`config.mk`:
```
export PLATFORM = sky130hd
export DESIGN_NAME = led_key_driver_two_wire_master_flat
export DESIGN_NICKNAME = d
export VERILOG_FILES = /design/src/rtl/lkd_pkg.sv /design/src/rtl/lkd_if.sv /design/src/rtl/led_key_driver_two_wire_master.sv /design/src/rtl/lkd_keymap.sv /design/src/rtl/lkd_seq.sv /design/src/flat_wrapper.sv
export SDC_FILE = /design/constraint.sdc
export NUM_CORES = 1
export LEC_CHECK = 0
export BUFFER_PORTS_ARGS = -buffer_cell sky130_fd_sc_hd__buf_2
export CAP_MARGIN = 20
export CORE_ASPECT_RATIO = 1.2
export CORE_UTILIZATION = 60
export CTS_BUF_LIST = sky130_fd_sc_hd__clkbuf_16
export DETAILED_ROUTE_END_ITERATION = 16
export PLACE_DENSITY_LB_ADDON = 0.12
export SYNTH_ARGS = -nofsm -noshare
export SYNTH_HDL_FRONTEND = slang
export SYNTH_SLANG_ARGS = --single-unit
```
`constraint.sdc`:
```
create_clock -name i_clk -period 12.29 [get_ports i_clk]
set_clock_uncertainty 0.05 [all_clocks]
set_input_delay 1.229 -clock i_clk [delete_from_list [all_inputs] [get_ports i_clk]]
set_output_delay 1.229 -clock i_clk [all_outputs]
set_load 0.02 [all_outputs]
```
`src/rtl/lkd_pkg.sv`:
```
`default_nettype none
package lkd_pkg;

    typedef enum logic [1:0] {
        MODE_TICK    = 2'd0,
        MODE_DIGIT   = 2'd1,
        MODE_DISPLAY = 2'd2,
        MODE_READKEY = 2'd3
    } t_mode;

    localparam logic [7:0] CMD_DISPLAY      = 8'h48;
    localparam logic [7:0] CMD_READKEY      = 8'h49;
    localparam logic [7:0] DIGIT_BASE       = 8'h68;
    localparam logic [7:0] KEY_BASE         = 8'h44;
    localparam logic [7:0] KEY_LAST         = 8'h77;
    localparam logic [7:0] UNIT_TICKS_RESET = 8'd1;

endpackage
`default_nettype wire

```
`src/rtl/lkd_if.sv`:
```
`default_nettype none
interface lkd_in_if;
    logic       valid;
    logic       ready;
    logic [1:0] mode;
    logic [1:0] digit;
    logic [7:0] data_byte;
    logic       sda_in;

    modport source (output valid, mode, digit, data_byte, sda_in, input ready);
    modport sink   (input valid, mode, digit, data_byte, sda_in, output ready);
endinterface

interface lkd_out_if;
    logic       valid;
    logic       ready;
    logic       scl;
    logic       sda_release;
    logic       busy_res;
    logic       done_res;
    logic       key_valid;
    logic [7:0] key_raw;
    logic [6:0] key_code;

    modport source (output valid, scl, sda_release, busy_res, done_res, key_valid,
                    key_raw, key_code, input ready);
    modport sink   (input valid, scl, sda_release, busy_res, done_res, key_valid,
                    key_raw, key_code, output ready);
endinterface

interface lkd_cfg_if;
    logic       valid;
    logic       ready;
    logic [7:0] data;

    modport source (output valid, data, input ready);
    modport sink   (input valid, data, output ready);
endinterface
`default_nettype wire

```
`src/rtl/led_key_driver_two_wire_master.sv`:
```
// Channel  Dir  Payload                                                    Accept
// i_in     in   mode, digit, data_byte, sda_in                             valid & ready
// o_out    out  scl, sda_release, busy_res, done_res, key_valid,           valid & ready
//               key_raw, key_code
// i_cfg    in   data (unit_ticks)                                          valid & ready
//
// One item per clock unless the output stalls; each item is one tick, its result registered.
// The input is taken whenever the output register is empty or being drained.
// A stalled output holds its item and stalls the input; no item is dropped.
// i_rst_n is synchronous, active low; the sequencer returns to idle with both lines released.
// i_cfg is always ready and sets unit_ticks (reset 1, zero acts as one).
`default_nettype none
module led_key_driver_two_wire_master
    import lkd_pkg::*;
(
    input  wire logic i_clk,
    input  wire logic i_rst_n,
    lkd_in_if.sink    i_in,
    lkd_out_if.source o_out,
    lkd_cfg_if.sink   i_cfg
);

    logic [7:0] r_unit_ticks;

    assign i_cfg.ready = 1'b1;

    always_ff @(posedge i_clk) begin
        if (!i_rst_n) begin
            r_unit_ticks <= UNIT_TICKS_RESET;
        end else if (i_cfg.valid) begin
            r_unit_ticks <= i_cfg.data;
        end
    end

    lkd_seq u_seq (
        .i_clk        (i_clk),
        .i_rst_n      (i_rst_n),
        .i_unit_ticks (r_unit_ticks),
        .i_in         (i_in),
        .o_out        (o_out)
    );

endmodule
`default_nettype wire

```
`src/rtl/lkd_keymap.sv`:
```
`default_nettype none
module lkd_keymap
    import lkd_pkg::*;
(
    input  wire logic [7:0] i_key,
    output logic      [6:0] o_code
);

    logic [7:0] w_off;
    logic [6:0] w_row;
    logic       w_hit;

    assign w_off = i_key - KEY_BASE;
    assign w_row = {4'b0, w_off[5:3]};
    assign w_hit = (i_key >= KEY_BASE) && (i_key <= KEY_LAST) && !w_off[2];

    // row*10 + col + 11
    assign o_code = w_hit ? ((w_row << 3) + (w_row << 1) + 7'd11 + {5'b0, w_off[1:0]})
                          : 7'd0;

endmodule
`default_nettype wire

```
`src/rtl/lkd_seq.sv`:
```
`default_nettype none
module lkd_seq
    import lkd_pkg::*;
(
    input  wire logic       i_clk,
    input  wire logic       i_rst_n,
    input  wire logic [7:0] i_unit_ticks,
    lkd_in_if.sink          i_in,
    lkd_out_if.source       o_out
);

    typedef enum logic [2:0] {
        S_IDLE,
        S_START,
        S_WBIT1,
        S_ACK1,
        S_WBIT2,
        S_RBIT,
        S_ACK2,
        S_STOP
    } t_state;

    t_state     r_state, n_state;
    logic [7:0] r_unit,  n_unit;
    logic [2:0] r_phase, n_phase;
    logic [3:0] r_bit,   n_bit;
    logic [7:0] r_shift, n_shift;
    logic [7:0] r_pend,  n_pend;
    logic [1:0] r_kind,  n_kind;
    logic       r_scl,   n_scl;
    logic       r_sda,   n_sda;

    logic       r_o_valid;
    logic       r_o_scl;
    logic       r_o_sda;
    logic       r_o_busy;
    logic       r_o_done;
    logic       r_o_kvalid;
    logic [7:0] r_o_raw;
    logic [6:0] r_o_code;

    logic       w_acc;
    logic       w_tick;
    logic       w_done;
    logic       w_kvalid;
    logic [7:0] w_ticks;
    logic [6:0] w_code;

    assign i_in.ready = !r_o_valid || o_out.ready;
    assign w_acc      = i_in.valid && i_in.ready;
    assign w_ticks    = (i_unit_ticks == 8'd0) ? 8'd1 : i_unit_ticks;
    assign w_tick     = ({1'b0, r_unit} + 9'd1) >= {1'b0, w_ticks};

    always_comb begin
        n_state = r_state;
        n_unit  = r_unit;
        n_phase = r_phase;
        n_bit   = r_bit;
        n_shift = r_shift;
        n_pend  = r_pend;
        n_kind  = r_kind;
        n_scl   = r_scl;
        n_sda   = r_sda;
        w_done  = 1'b0;
        if (r_state == S_IDLE) begin
            if (i_in.mode != MODE_TICK) begin
                n_kind = i_in.mode;
                case (i_in.mode)
                    MODE_DIGIT:   n_shift = DIGIT_BASE + {5'b0, i_in.digit, 1'b0};
                    MODE_DISPLAY: n_shift = CMD_DISPLAY;
                    default:      n_shift = CMD_READKEY;
                endcase
                n_pend  = i_in.data_byte;
                n_state = S_START;
                n_phase = 3'd0;
                n_unit  = 8'd0;
                n_bit   = 4'd0;
                n_scl   = 1'b1;
                n_sda   = 1'b1;
            end
        end else if (!w_tick) begin
            n_unit = r_unit + 8'd1;
        end else begin
            n_unit = 8'd0;
            case (r_state)
                S_START: begin
                    if (r_phase < 3'd3) begin
                        n_phase = r_phase + 3'd1;
                        if (r_phase == 3'd1) n_sda = 1'b0;
                    end else begin
                        n_state = S_WBIT1;
                        n_phase = 3'd0;
                        n_bit   = 4'd0;
                        n_scl   = 1'b0;
                        n_sda   = r_shift[7];
                    end
                end
                S_WBIT1, S_WBIT2: begin
                    if (r_phase == 3'd0) begin
                        n_phase = 3'd1;
                        n_scl   = 1'b1;
                    end else if (r_phase == 3'd1) begin
                        n_phase = 3'd2;
                        n_scl   = 1'b0;
                    end else begin
                        n_shift = {r_shift[6:0], 1'b0};
                        n_bit   = r_bit + 4'd1;
                        n_phase = 3'd0;
                        if (!n_bit[3]) begin
                            n_scl = 1'b0;
                            n_sda = r_shift[6];
                        end else begin
                            n_state = (r_state == S_WBIT1) ? S_ACK1 : S_ACK2;
                            n_sda   = 1'b1;
                        end
                    end
                end
                S_ACK1, S_ACK2: begin
                    if (r_phase == 3'd0) begin
                        n_phase = 3'd1;
                        n_scl   = 1'b1;
                    end else if (r_phase == 3'd1) begin
                        n_phase = 3'd2;
                        n_scl   = 1'b0;
                    end else begin
                        n_phase = 3'd0;
                        n_bit   = 4'd0;
                        if (r_state == S_ACK2) begin
                            n_state = S_STOP;
                            n_scl   = 1'b0;
                            n_sda   = 1'b0;
                        end else if (r_kind == MODE_READKEY) begin
                            n_state = S_RBIT;
                            n_shift = 8'd0;
                            n_scl   = 1'b0;
                        end else begin
                            n_state = S_WBIT2;
                            n_shift = r_pend;
                            n_scl   = 1'b0;
                            n_sda   = r_pend[7];
                        end
                    end
                end
                S_RBIT: begin
                    if (r_phase < 3'd3) begin
                        n_phase = r_phase + 3'd1;
                        if (r_phase == 3'd1) begin
                            n_scl   = 1'b1;
                            n_shift = {r_shift[6:0], i_in.sda_in};
                        end
                    end else begin
                        n_bit   = r_bit + 4'd1;
                        n_phase = 3'd0;
                        if (!n_bit[3]) begin
                            n_scl = 1'b0;
                        end else begin
                            n_state = S_ACK2;
                            n_sda   = 1'b1;
                        end
                    end
                end
                S_STOP: begin
                    if (r_phase < 3'd3) begin
                        n_phase = r_phase + 3'd1;
                        if (r_phase == 3'd1) n_scl = 1'b1;
                    end else begin
                        n_sda   = 1'b1;
                        n_state = S_IDLE;
                        n_phase = 3'd0;
                        w_done  = 1'b1;
                    end
                end
                default: begin
                    n_state = S_IDLE;
                    n_phase = 3'd0;
                    n_scl   = 1'b1;
                    n_sda   = 1'b1;
                end
            endcase
        end
    end

    assign w_kvalid = w_done && (r_kind == MODE_READKEY);

    lkd_keymap u_keymap (
        .i_key  (n_shift),
        .o_code (w_code)
    );

    always_ff @(posedge i_clk) begin
        if (!i_rst_n) begin
            r_state   <= S_IDLE;
            r_unit    <= 8'd0;
            r_phase   <= 3'd0;
            r_bit     <= 4'd0;
            r_shift   <= 8'd0;
            r_pend    <= 8'd0;
            r_kind    <= MODE_TICK;
            r_scl     <= 1'b1;
            r_sda     <= 1'b1;
            r_o_valid <= 1'b0;
        end else begin
            if (w_acc) begin
                r_state    <= n_state;
                r_unit     <= n_unit;
                r_phase    <= n_phase;
                r_bit      <= n_bit;
                r_shift    <= n_shift;
                r_pend     <= n_pend;
                r_kind     <= n_kind;
                r_scl      <= n_scl;
                r_sda      <= n_sda;
                r_o_valid  <= 1'b1;
                r_o_scl    <= n_scl;
                r_o_sda    <= n_sda;
                r_o_busy   <= (n_state != S_IDLE);
                r_o_done   <= w_done;
                r_o_kvalid <= w_kvalid;
                r_o_raw    <= w_kvalid ? n_shift : 8'd0;
                r_o_code   <= w_kvalid ? w_code : 7'd0;
            end else if (o_out.ready) begin
                r_o_valid <= 1'b0;
            end
        end
    end

    assign o_out.valid       = r_o_valid;
    assign o_out.scl         = r_o_scl;
    assign o_out.sda_release = r_o_sda;
    assign o_out.busy_res    = r_o_busy;
    assign o_out.done_res    = r_o_done;
    assign o_out.key_valid   = r_o_kvalid;
    assign o_out.key_raw     = r_o_raw;
    assign o_out.key_code    = r_o_code;

    a_done_not_busy: assert property (@(posedge i_clk) disable iff (!i_rst_n)
        (r_o_valid && r_o_done) |-> !r_o_busy)
        else $error("done item still reports busy");

    a_key_needs_done: assert property (@(posedge i_clk) disable iff (!i_rst_n)
        (r_o_valid && r_o_kvalid) |-> r_o_done)
        else $error("key valid without done");

    a_code_gated: assert property (@(posedge i_clk) disable iff (!i_rst_n)
        (r_o_valid && (r_o_code != 7'd0)) |-> r_o_kvalid)
        else $error("key code without key valid");

    a_cmd_starts: assert property (@(posedge i_clk) disable iff (!i_rst_n)
        (w_acc && (r_state == S_IDLE) && (i_in.mode != MODE_TICK)) |=> (r_state == S_START))
        else $error("command did not start a transaction");

endmodule
`default_nettype wire
```
`src/flat_wrapper.sv`:
```
// flat-port wrapper written by rule: the top's interface ports become plain ports
module led_key_driver_two_wire_master_flat import lkd_pkg::*;
  (i_clk, i_rst_n, i_in_valid, i_in_mode, i_in_digit, i_in_data_byte, i_in_sda_in, i_in_ready, o_out_valid, o_out_scl, o_out_sda_release, o_out_busy_res, o_out_done_res, o_out_key_valid, o_out_key_raw, o_out_key_code, o_out_ready, i_cfg_valid, i_cfg_data, i_cfg_ready);
  lkd_in_if i_in_i ();
  lkd_out_if o_out_i ();
  lkd_cfg_if i_cfg_i ();
  input  wire logic i_clk;
  input  wire logic i_rst_n;
  input wire logic [$bits(i_in_i.valid)-1:0] i_in_valid;
  input wire logic [$bits(i_in_i.mode)-1:0] i_in_mode;
  input wire logic [$bits(i_in_i.digit)-1:0] i_in_digit;
  input wire logic [$bits(i_in_i.data_byte)-1:0] i_in_data_byte;
  input wire logic [$bits(i_in_i.sda_in)-1:0] i_in_sda_in;
  output wire logic [$bits(i_in_i.ready)-1:0] i_in_ready;
  output wire logic [$bits(o_out_i.valid)-1:0] o_out_valid;
  output wire logic [$bits(o_out_i.scl)-1:0] o_out_scl;
  output wire logic [$bits(o_out_i.sda_release)-1:0] o_out_sda_release;
  output wire logic [$bits(o_out_i.busy_res)-1:0] o_out_busy_res;
  output wire logic [$bits(o_out_i.done_res)-1:0] o_out_done_res;
  output wire logic [$bits(o_out_i.key_valid)-1:0] o_out_key_valid;
  output wire logic [$bits(o_out_i.key_raw)-1:0] o_out_key_raw;
  output wire logic [$bits(o_out_i.key_code)-1:0] o_out_key_code;
  input wire logic [$bits(o_out_i.ready)-1:0] o_out_ready;
  input wire logic [$bits(i_cfg_i.valid)-1:0] i_cfg_valid;
  input wire logic [$bits(i_cfg_i.data)-1:0] i_cfg_data;
  output wire logic [$bits(i_cfg_i.ready)-1:0] i_cfg_ready;
  assign i_in_i.valid = i_in_valid;
  assign i_in_i.mode = i_in_mode;
  assign i_in_i.digit = i_in_digit;
  assign i_in_i.data_byte = i_in_data_byte;
  assign i_in_i.sda_in = i_in_sda_in;
  assign i_in_ready = i_in_i.ready;
  assign o_out_valid = o_out_i.valid;
  assign o_out_scl = o_out_i.scl;
  assign o_out_sda_release = o_out_i.sda_release;
  assign o_out_busy_res = o_out_i.busy_res;
  assign o_out_done_res = o_out_i.done_res;
  assign o_out_key_valid = o_out_i.key_valid;
  assign o_out_key_raw = o_out_i.key_raw;
  assign o_out_key_code = o_out_i.key_code;
  assign o_out_i.ready = o_out_ready;
  assign i_cfg_i.valid = i_cfg_valid;
  assign i_cfg_i.data = i_cfg_data;
  assign i_cfg_ready = i_cfg_i.ready;
  led_key_driver_two_wire_master u_core (.i_clk(i_clk), .i_rst_n(i_rst_n), .i_in(i_in_i), .o_out(o_out_i), .i_cfg(i_cfg_i));
endmodule
```
==> metrics.md, run 1 <==
| Metric | Value |
|---|---|
| Critical Path Source Type | register |
| # IOs | 49 |
| Die height | 95.3 um |
| DRT Wirelength | 10.8 mm |
| Sequential Power Share | 0.354 |
| Combinational Power Share | 0.259 |
| Post-synth ARST share | 0 |
| Die ar. | 7590 um2 |
| Post-synth cell types | 76 |
| Power per standard cell area | 144 nW/um2 |
| Fmax | 0.186 GHz |
| Average wire per standard cell | 16.8 um |
| Register Area | 1540 um2 |
| Avg Inst Size Synth | 8.35 um2 |
| Root Buffer | clkbuf_16 |
| Total GRT Usage | 0.297 |
| Num CTS Buffers | 9 |
| Initial Util | 0.627 |
| Main synth FF type | dfxtp_1 |
| Synth top area share | 0.216 |
| Max FO, Critical Path | 12 |
| Worst hold path type | register to register |
| GR Overflow Total | 0 |
| Initial antenna violation count | 0 |
| Area Growth Syn to Fin | 12.1% |
| Reg2reg end | u_core.u_seq.o_out.key_code[5] |
| Worst-Margin Slew | approximately 0.98 ns |
| Max cap viols | 0 |
| Synthesized cell area | roughly 4300 um2 |
| DP HPWL | around 7.7 mm |
| LEAKAGE | 1.97 nW |
| Max H-tree Level | 3 |
| Worst r2r path cells | 20 |
| Cts hold-fix bufs | 0 |
| Setup Crit Path Kind | register to register |
| Wire length of the first global-routing pass | ~17 mm |
| Clock latency on the worst-skew pair | 0.33 ns |
| Hold wc startpoint | u_core.r_unit_ticks[0] |
| Largest net degree at the start of global routing | 49 |
| Net Count, Synth | 569 |
| Placed inst area | around 4600 um2 |
| Fin Setup TNS | 0 ns |
| RSZ-0062 raised after global routing | no |
| # diodes | 0 |
| Worst path arrival time | roughly 5.5 ns |
| Core area | around 6900 um2 |
| Register bit total from synthesis | 67 |
| Design area | 4880 um2 |
| Synth Instances | 521 |
| P_int | 0.000486 W |
| Fin. Hold Viols | 0 |
| CTS max path bufs | 2 |
| Post-CTS Setup Inserts | 0 |
| Clk pwr share | 0.386 |
| Setup-failing EPs final | 0 |
| Synth warn | 0 |
| Slew Limit Headroom | 0.343 |
| Post-synthesis sequential area ratio | 0.354 |
| # nets final | 601 |
| CP Capture Type | register |
| Initial DRC Count | just under 300 |
| Status | finished, final reports clean |
| Port Buffer Count | 47 |
| GP Congestion | 0.969 |
| Fill cells | 574 |
| Period utilization | 0.438 |
| Reg2Reg Launch Point | u_core.r_unit_ticks[4] |
| Hold path depth | 2 |
| Routed length on met3 | 818 um |
| Post-route ant nets | 0 |
| Fin cells | 645 |
| Die Wd | 79.7 um |
| Clock slew at reported path FFs | 0.06 ns |
| Sink Count | 67 |
| CTS tree | done |
| Multi-input combinational cell area | 2580 um2 |
| Sw Ratio | 0.308 |
| Worst Path Required | 12.40 ns |
| Wl on met1 | approximately 4.5 mm |
| Finished Core Util | 0.703 |
| # resized after CTS | 0 |
| Met2 wire length | between 5 and 6 mm |
| Placement Rows | 33 |
| EDFF count, synth | 20 |
| Top Layer Used | met4 |
| DRT Pass-1 Iters | 5 |
| R2R setup slack | 6.90 ns |
| Layout cells sized above 1 | 0.147 |
| Ranking of synthesized cells by area | dfxtp_1, edfxtp_1, nand2_1 |
| Dpl cells | 629 |
| DR vias/cell | slightly above 6 |
| Net Sw Power | 0.000216 W |
| Worst min-delay path endpoint | u_core.r_unit_ticks[0] |
| Yosys top cell by area | dfxtp_1 |
| Peak VDD IR | 0.0990 mV |
| Drc violations | 0 |
| Final Max Tran Viols | 0 |
| Final min period | 5.39 ns |
| Routed vias | 3995 |
| Vias in the first global route | around 3600 |
[metrics by stage]
stage          setup slack, ns  hold slack (ns)  power (W)
2_1_floorplan             7.77            0.389   0.000388
3_5_place_dp              6.99            0.418   0.000430
3_3_place_gp              7.25            0.405   0.000422
5_1_grt                   6.52            0.460   0.000733
4_1_cts                   6.99            0.436   0.000702
6_report                  6.90            0.429   0.000702
[flip-flops by register name (all words and copies together), names as in the netlist]
name,flops
u_core.r_unit_ticks,8
u_core.u_seq.o_out.key_raw,8
u_core.u_seq.r_pend,8
u_core.u_seq.r_shift,8
u_core.u_seq.r_unit,8
u_core.u_seq.o_out.key_code,7
u_core.u_seq.r_bit,4
u_core.u_seq.r_phase,3
u_core.u_seq.r_state,3
u_core.u_seq.r_kind,2
u_core.u_seq.o_out.busy_res,1
u_core.u_seq.o_out.done_res,1
u_core.u_seq.o_out.key_valid,1
u_core.u_seq.o_out.scl,1
u_core.u_seq.o_out.sda_release,1
u_core.u_seq.o_out.valid,1
u_core.u_seq.r_scl,1
u_core.u_seq.r_sda,1
[final cells by class]
type	count	area share
multi-input cells	403	0.528
flip-flops and latches	67	0.316
repair buffers	48	0.0498
clock buffers	9	0.0462
well taps	87	0.0223
clock inverters	7	0.0190
inverters	24	0.0185
[worst max-delay path: stages (launching register included)]
cell,delay [ns]
dfxtp_1,0.34
nor4_1,0.45
a41o_1,0.25
ha_1,0.22
nor2_1,0.11
a21oi_1,0.07
o31ai_1,0.53
nand3_1,0.56
o211a_1,0.42
nand2_1,0.15
inv_1,0.08
ha_1,0.38
inv_1,0.09
ha_1,0.28
inv_1,0.05
ha_1,0.21
fa_1,0.40
and2_1,0.17
a21oi_1,0.13
o21ai_0,0.09
a211oi_1,0.20
[per-layer routing]
layer  global-route usage  up-vias
li1                     -     1924
met3               0.0450       31
met2                0.491      199
met1                0.377     1841
met4                0.144        0
met5                    0        -
[placed cells by master (no fill, tap or decap), types with 3 or more instances in the layout]
cell type	instances
a22o_1	3
nor2b_1	18
nand3_1	22
xnor2_1	10
a31oi_1	5
nand3b_1	3
and2_1	14
and3_1	4
a21oi_1	33
nor2_1	38
o22ai_1	4
o211ai_1	3
nor3b_1	4
dfxtp_1	47
nor3_1	14
nand2b_1	7
o31ai_1	3
mux2i_1	11
clkinvlp_4	3
ha_1	21
nand2_1	71
o21ai_0	27
inv_1	23
or3_1	4
edfxtp_1	20
clkbuf_16	9
nor4_1	4
o211a_1	5
a211oi_1	4
xor2_1	3
buf_2	47
a21boi_0	18
[logic make-up after synthesis]
kind of cell,count (synthesis),share of synthesized area
compound gates,142,0.231
other cells,1,0.000862
fa+ha+maj,22,0.0650
buf+inv,51,0.0532
xor+xnor,14,0.0314
flops,67,0.354
simple gates,212,0.236
mux,12,0.0279
[Yosys cell counts, drive strengths merged, types with 6 or more instances]
library cell / count
a211oi: 6
nor3: 15
dfxtp: 47
nand3: 22
ha: 21
and2: 14
nand2: 72
inv: 24
a21oi: 33
nand2b: 7
a21boi: 18
xnor2: 10
edfxtp: 20
buf: 12
mux2i: 11
nor2: 38
a31oi: 6
nor2b: 18
o21ai: 28
clkbuf: 15
[power groups by stage]
stage	clock, W	combinational [W]	sequential [W]
after floorplan	0	0.000137	0.000251
after global placement	0	0.000169	0.000253
after detailed placement	0	0.000178	0.000253
after CTS	0.000274	0.000179	0.000248
after global routing	0.000283	0.000200	0.000250
final	0.000271	0.000182	0.000249
[worst max-delay path by stage]
stage | start | end | slack (ns) | cells past startpoint
6_report | u_core.r_unit_ticks[4] | u_core.u_seq.o_out.key_code[5] | 6.90 | 20
5_1_grt | u_core.u_seq.r_unit[2] | u_core.u_seq.o_out.key_code[5] | 6.52 | 22
4_1_cts | u_core.u_seq.r_unit[0] | u_core.u_seq.o_out.key_code[5] | 6.99 | 21
3_5_place_dp | u_core.u_seq.r_unit[0] | u_core.u_seq.o_out.key_code[5] | 6.99 | 21
3_3_place_gp | u_core.u_seq.r_unit[2] | u_core.u_seq.o_out.key_code[5] | 7.25 | 21
2_1_floorplan | u_core.u_seq.r_unit[2] | u_core.u_seq.o_out.key_code[5] | 7.77 | 20
Note: power is estimated with default switching activity, not from simulation.
==> run 2, diff against run 1 <==
Settings changed: ABC_AREA set to 1, CORE_UTILIZATION 60 to 54.
Clock period 12.29 ns to 4.8 ns, I/O delays scaled along.
==> run 2 against run 1 <==
Compared with the run above: the flow now finishes with violations (DRC); largest power group is now sequential cells; total power grew to 2.8 times the previous value; synthesized cell count increased by 19%; worst hold slack got worse by 0.13 ns; non-clock buffer count up 2; global-route usage shrank 2.2 points; clock power is 130% higher.
==> metrics.md, run 2 <==
| Metric | Value |
|---|---|
| CP delay by family, top | adder cells |
| Die ar. | 8620 um2 (+13%) |
| Synth top cells by count | nand2_1, inv_1, nor2_1, o21ai_0, nand3_1 |
| Levels on crit path | 28 (+40%) |
| Commonest non-fill, non-tap cell in the layout | nand2_1 |
| Max H-tree Level | 3 (unchanged) |
| Power per standard cell area | 383 nW/um2 (+170%) |
| Total GRT Usage | 0.276 (-0.0217) |
| Initial DRC Count | 286 (-3.4%) |
| Reg2reg end | u_core.u_seq.o_out.key_code[5] |
| DR vias/cell | 5.57 (-10%) |
| Main synth FF type | dfxtp_1 |
| Routed vias | 4237 (+6.1%) |
| Synthesized cell area | 4450 um2 (+2.4%) |
| Placement Rows | 35 (+6.1%) |
| Wire length of the first global-routing pass | 18.4 mm (+6.5%) |
| Setup Crit Path Kind | register to register |
| Sw Ratio | 0.362 (+0.0540) |
| Initial Util | 0.568 (-0.0587) |
| CP max stage delay | 0.40 ns (-0.16 ns) |
| GR Overflow Total | 0 (unchanged) |
| Ranking of synthesized cells by area | dfxtp_1, edfxtp_1, nand2_1 |
| Area Growth Syn to Fin | 13.2% |
| DRT Pass-1 Iters | 11 (+6) |
| Design area | 5040 um2 (+3.4%) |
| Net Sw Power | 0.000699 W (+220%) |
| Die Wd | 84.9 um (+6.5%) |
| Max cap viols | 0 (unchanged) |
| Register Area | 1540 um2 (about the same) |
| Commonest cells after routing, fill and taps aside | nand2_1, inv_1, nor2_1 |
| Largest net degree at the start of global routing | 30 (-39%) |
| # IOs | 49 (unchanged) |
| DP HPWL | 8.42 mm (+9.1%) |
| Worst Path Required | 4.84 ns (-7.56 ns) |
| # diodes | 0 (unchanged) |
| # nets final | 712 (+18%) |
| Root Buffer | clkbuf_16 |
| Clock latency on the worst-skew pair | 0.33 ns (about the same) |
| Peak VDD IR | 0.211 mV (+110%) |
| Die height | 101 um (+6.5%) |
| Finished Core Util | 0.643 (-0.0598) |
| Critical Path Source Type | register |
| Sequential Power Share | 0.343 (-0.011) |
| P_int | 0.00123 W (+150%) |
| Setup crit end | u_core.u_seq.o_out.key_code[5] |
| Synth top area share | 0.211 (-0.00510) |
| Post-synth cell types | 51 (-33%) |
| GP Congestion | 0.950 (-2.0%) |
| Post-CTS Setup Inserts | 0 (unchanged) |
| CP Capture Type | register |
| Worst path arrival time | 4.51 ns (-0.99 ns) |
| Slew Limit Headroom | 0.615 (+0.272) |
| Reg2Reg Launch Point | u_core.u_seq.r_unit[0] |
| Final min period | 4.47 ns (-0.918 ns) |
| Fill cells | 706 (+23%) |
| Failing checks | DRC |
| Final Max Tran Viols | 0 (unchanged) |
| Setup-failing EPs final | 0 (unchanged) |
| Placed inst area | 4740 um2 (+4.1%) |
| Core area | 7840 um2 (+13%) |
| Fmax | 0.224 GHz (+21%) |
| Combinational Power Share | 0.329 (+0.070) |
| EDFF count, synth | 20 (unchanged) |
| # resized after CTS | 0 (unchanged) |
| RSZ-0062 raised after global routing | no |
| Worst r2r path cells | 28 (+40%) |
| Worst hold path type | input port to register |
| Post-synthesis sequential area ratio | 0.346 (-0.00836) |
| Num CTS Buffers | 9 (unchanged) |
| Cts hold-fix bufs | 0 (unchanged) |
| Crit path top cell by count | inv_1 |
| Status | finished with violations |
| Synth Instances | 618 (+19%) |
| CTS tree | done |
| Post-synth ARST share | 0 (unchanged) |
| Crit-path slowest cell | fa_1 |
| Critical Path Start | u_core.u_seq.r_unit[0] |
| Worst-Margin Slew | 0.576 ns (-0.408 ns) |
| Avg Inst Size Synth | 7.21 um2 (-14%) |
| Period utilization | 0.931 (+0.493) |
| DRT Wirelength | 11.3 mm (+4.6%) |
| Most frequent cell after synthesis | nand2_1 |
| LEAKAGE | 2.40 nW (+22%) |
| Fin Setup TNS | 0 ns (unchanged) |
| Initial antenna violation count | 0 (unchanged) |
| Fin. Hold Viols | 0 (unchanged) |
| Average wire per standard cell | 14.9 um (-11%) |
| Post-route ant nets | 0 (unchanged) |
| CP bufs+invs | 6 (+3) |
| Port Buffer Count | 47 (unchanged) |
| Clock slew at reported path FFs | 0.06 ns (about the same) |
| Yosys top cell by area | dfxtp_1 |
| Register bit total from synthesis | 67 (unchanged) |
| Sink Count | 67 (unchanged) |
| Power Total | 0.00193 W (+180%) |
| Vias in the first global route | 3948 (+8.2%) |
| Net Count, Synth | 666 (+17%) |
| Max FO, Critical Path | 6 (-6) |
| Clk pwr share | 0.327 (-0.059) |
| R2R setup slack | 0.33 ns (-6.57 ns) |
| CTS max path bufs | 2 (unchanged) |
| Synth warn | 0 (unchanged) |
| Layout cells sized above 1 | 0.188 (+0.0414) |
| Drc violations | 2 (+2) |
| Multi-input combinational cell area | 2520 um2 (-2.3%) |
[run 2: metrics by stage]
step | std cells | hold WS, ns | setup WS [ns]
6_report | 761 | 0.304 | 0.330
5_1_grt | 761 | 0.319 | 0.00957
4_1_cts | 761 | 0.304 | 0.254
3_5_place_dp | 745 | 0.412 | 0.335
3_3_place_gp | 745 | 0.401 | 0.483
2_1_floorplan | 618 | 0.381 | 0.647
[run 2: power groups by stage]
| stage | logic, W | clock network (W) | registers (W) |
|---|---|---|---|
| global route | 0.000718 | 0.000668 | 0.000668 |
| floorplan | 0.000490 | 0 | 0.000672 |
| finish | 0.000636 | 0.000633 | 0.000664 |
| global placement | 0.000607 | 0 | 0.000673 |
| CTS | 0.000628 | 0.000640 | 0.000662 |
| detailed placement | 0.000624 | 0 | 0.000674 |
[run 2: kinds of logic after synthesis]
family	after synthesis	share of synthesized area
compound gates	123	0.155
xor+xnor	9	0.0177
fa+ha+maj	22	0.0635
buf+inv	100	0.0913
flops	67	0.346
other cells	1	0.000842
simple gates	296	0.326
[run 2: worst reg2reg max path: cells and delay by family, from the launching register on]
family / cells / cell delay [ns]
buffers and inverters: 6 / 0.34
XOR/XNOR: 1 / 0.14
AND/OR/NAND/NOR: 15 / 1.63
adder cells (fa/ha/maj): 6 / 1.71
flip-flops: 1 / 0.37
[run 2: how the worst min path moves through the flow]
stage,start,end,depth (start not counted)
2_1_floorplan,u_core.r_unit_ticks[0],u_core.r_unit_ticks[0],2
3_3_place_gp,u_core.r_unit_ticks[0],u_core.r_unit_ticks[0],2
3_5_place_dp,u_core.r_unit_ticks[0],u_core.r_unit_ticks[0],2
4_1_cts,i_cfg_data[0],u_core.r_unit_ticks[0],3
5_1_grt,i_cfg_data[0],u_core.r_unit_ticks[0],3
6_report,i_cfg_data[0],u_core.r_unit_ticks[0],3
[run 2: final cells by class]
type / instances / share of cell area
multi-input combinational: 451 / 0.499
sequential: 67 / 0.306
inverter: 85 / 0.0643
timing repair buffer: 50 / 0.0511
clock buffer: 9 / 0.0447
tap: 92 / 0.0228
clock inverter: 7 / 0.0122
[run 2: metal layers]
layer  wire length, um  GRT usage
met1              5110      0.348
met2              5380      0.470
met3               430     0.0326
met4               418      0.138
met5                 0          0
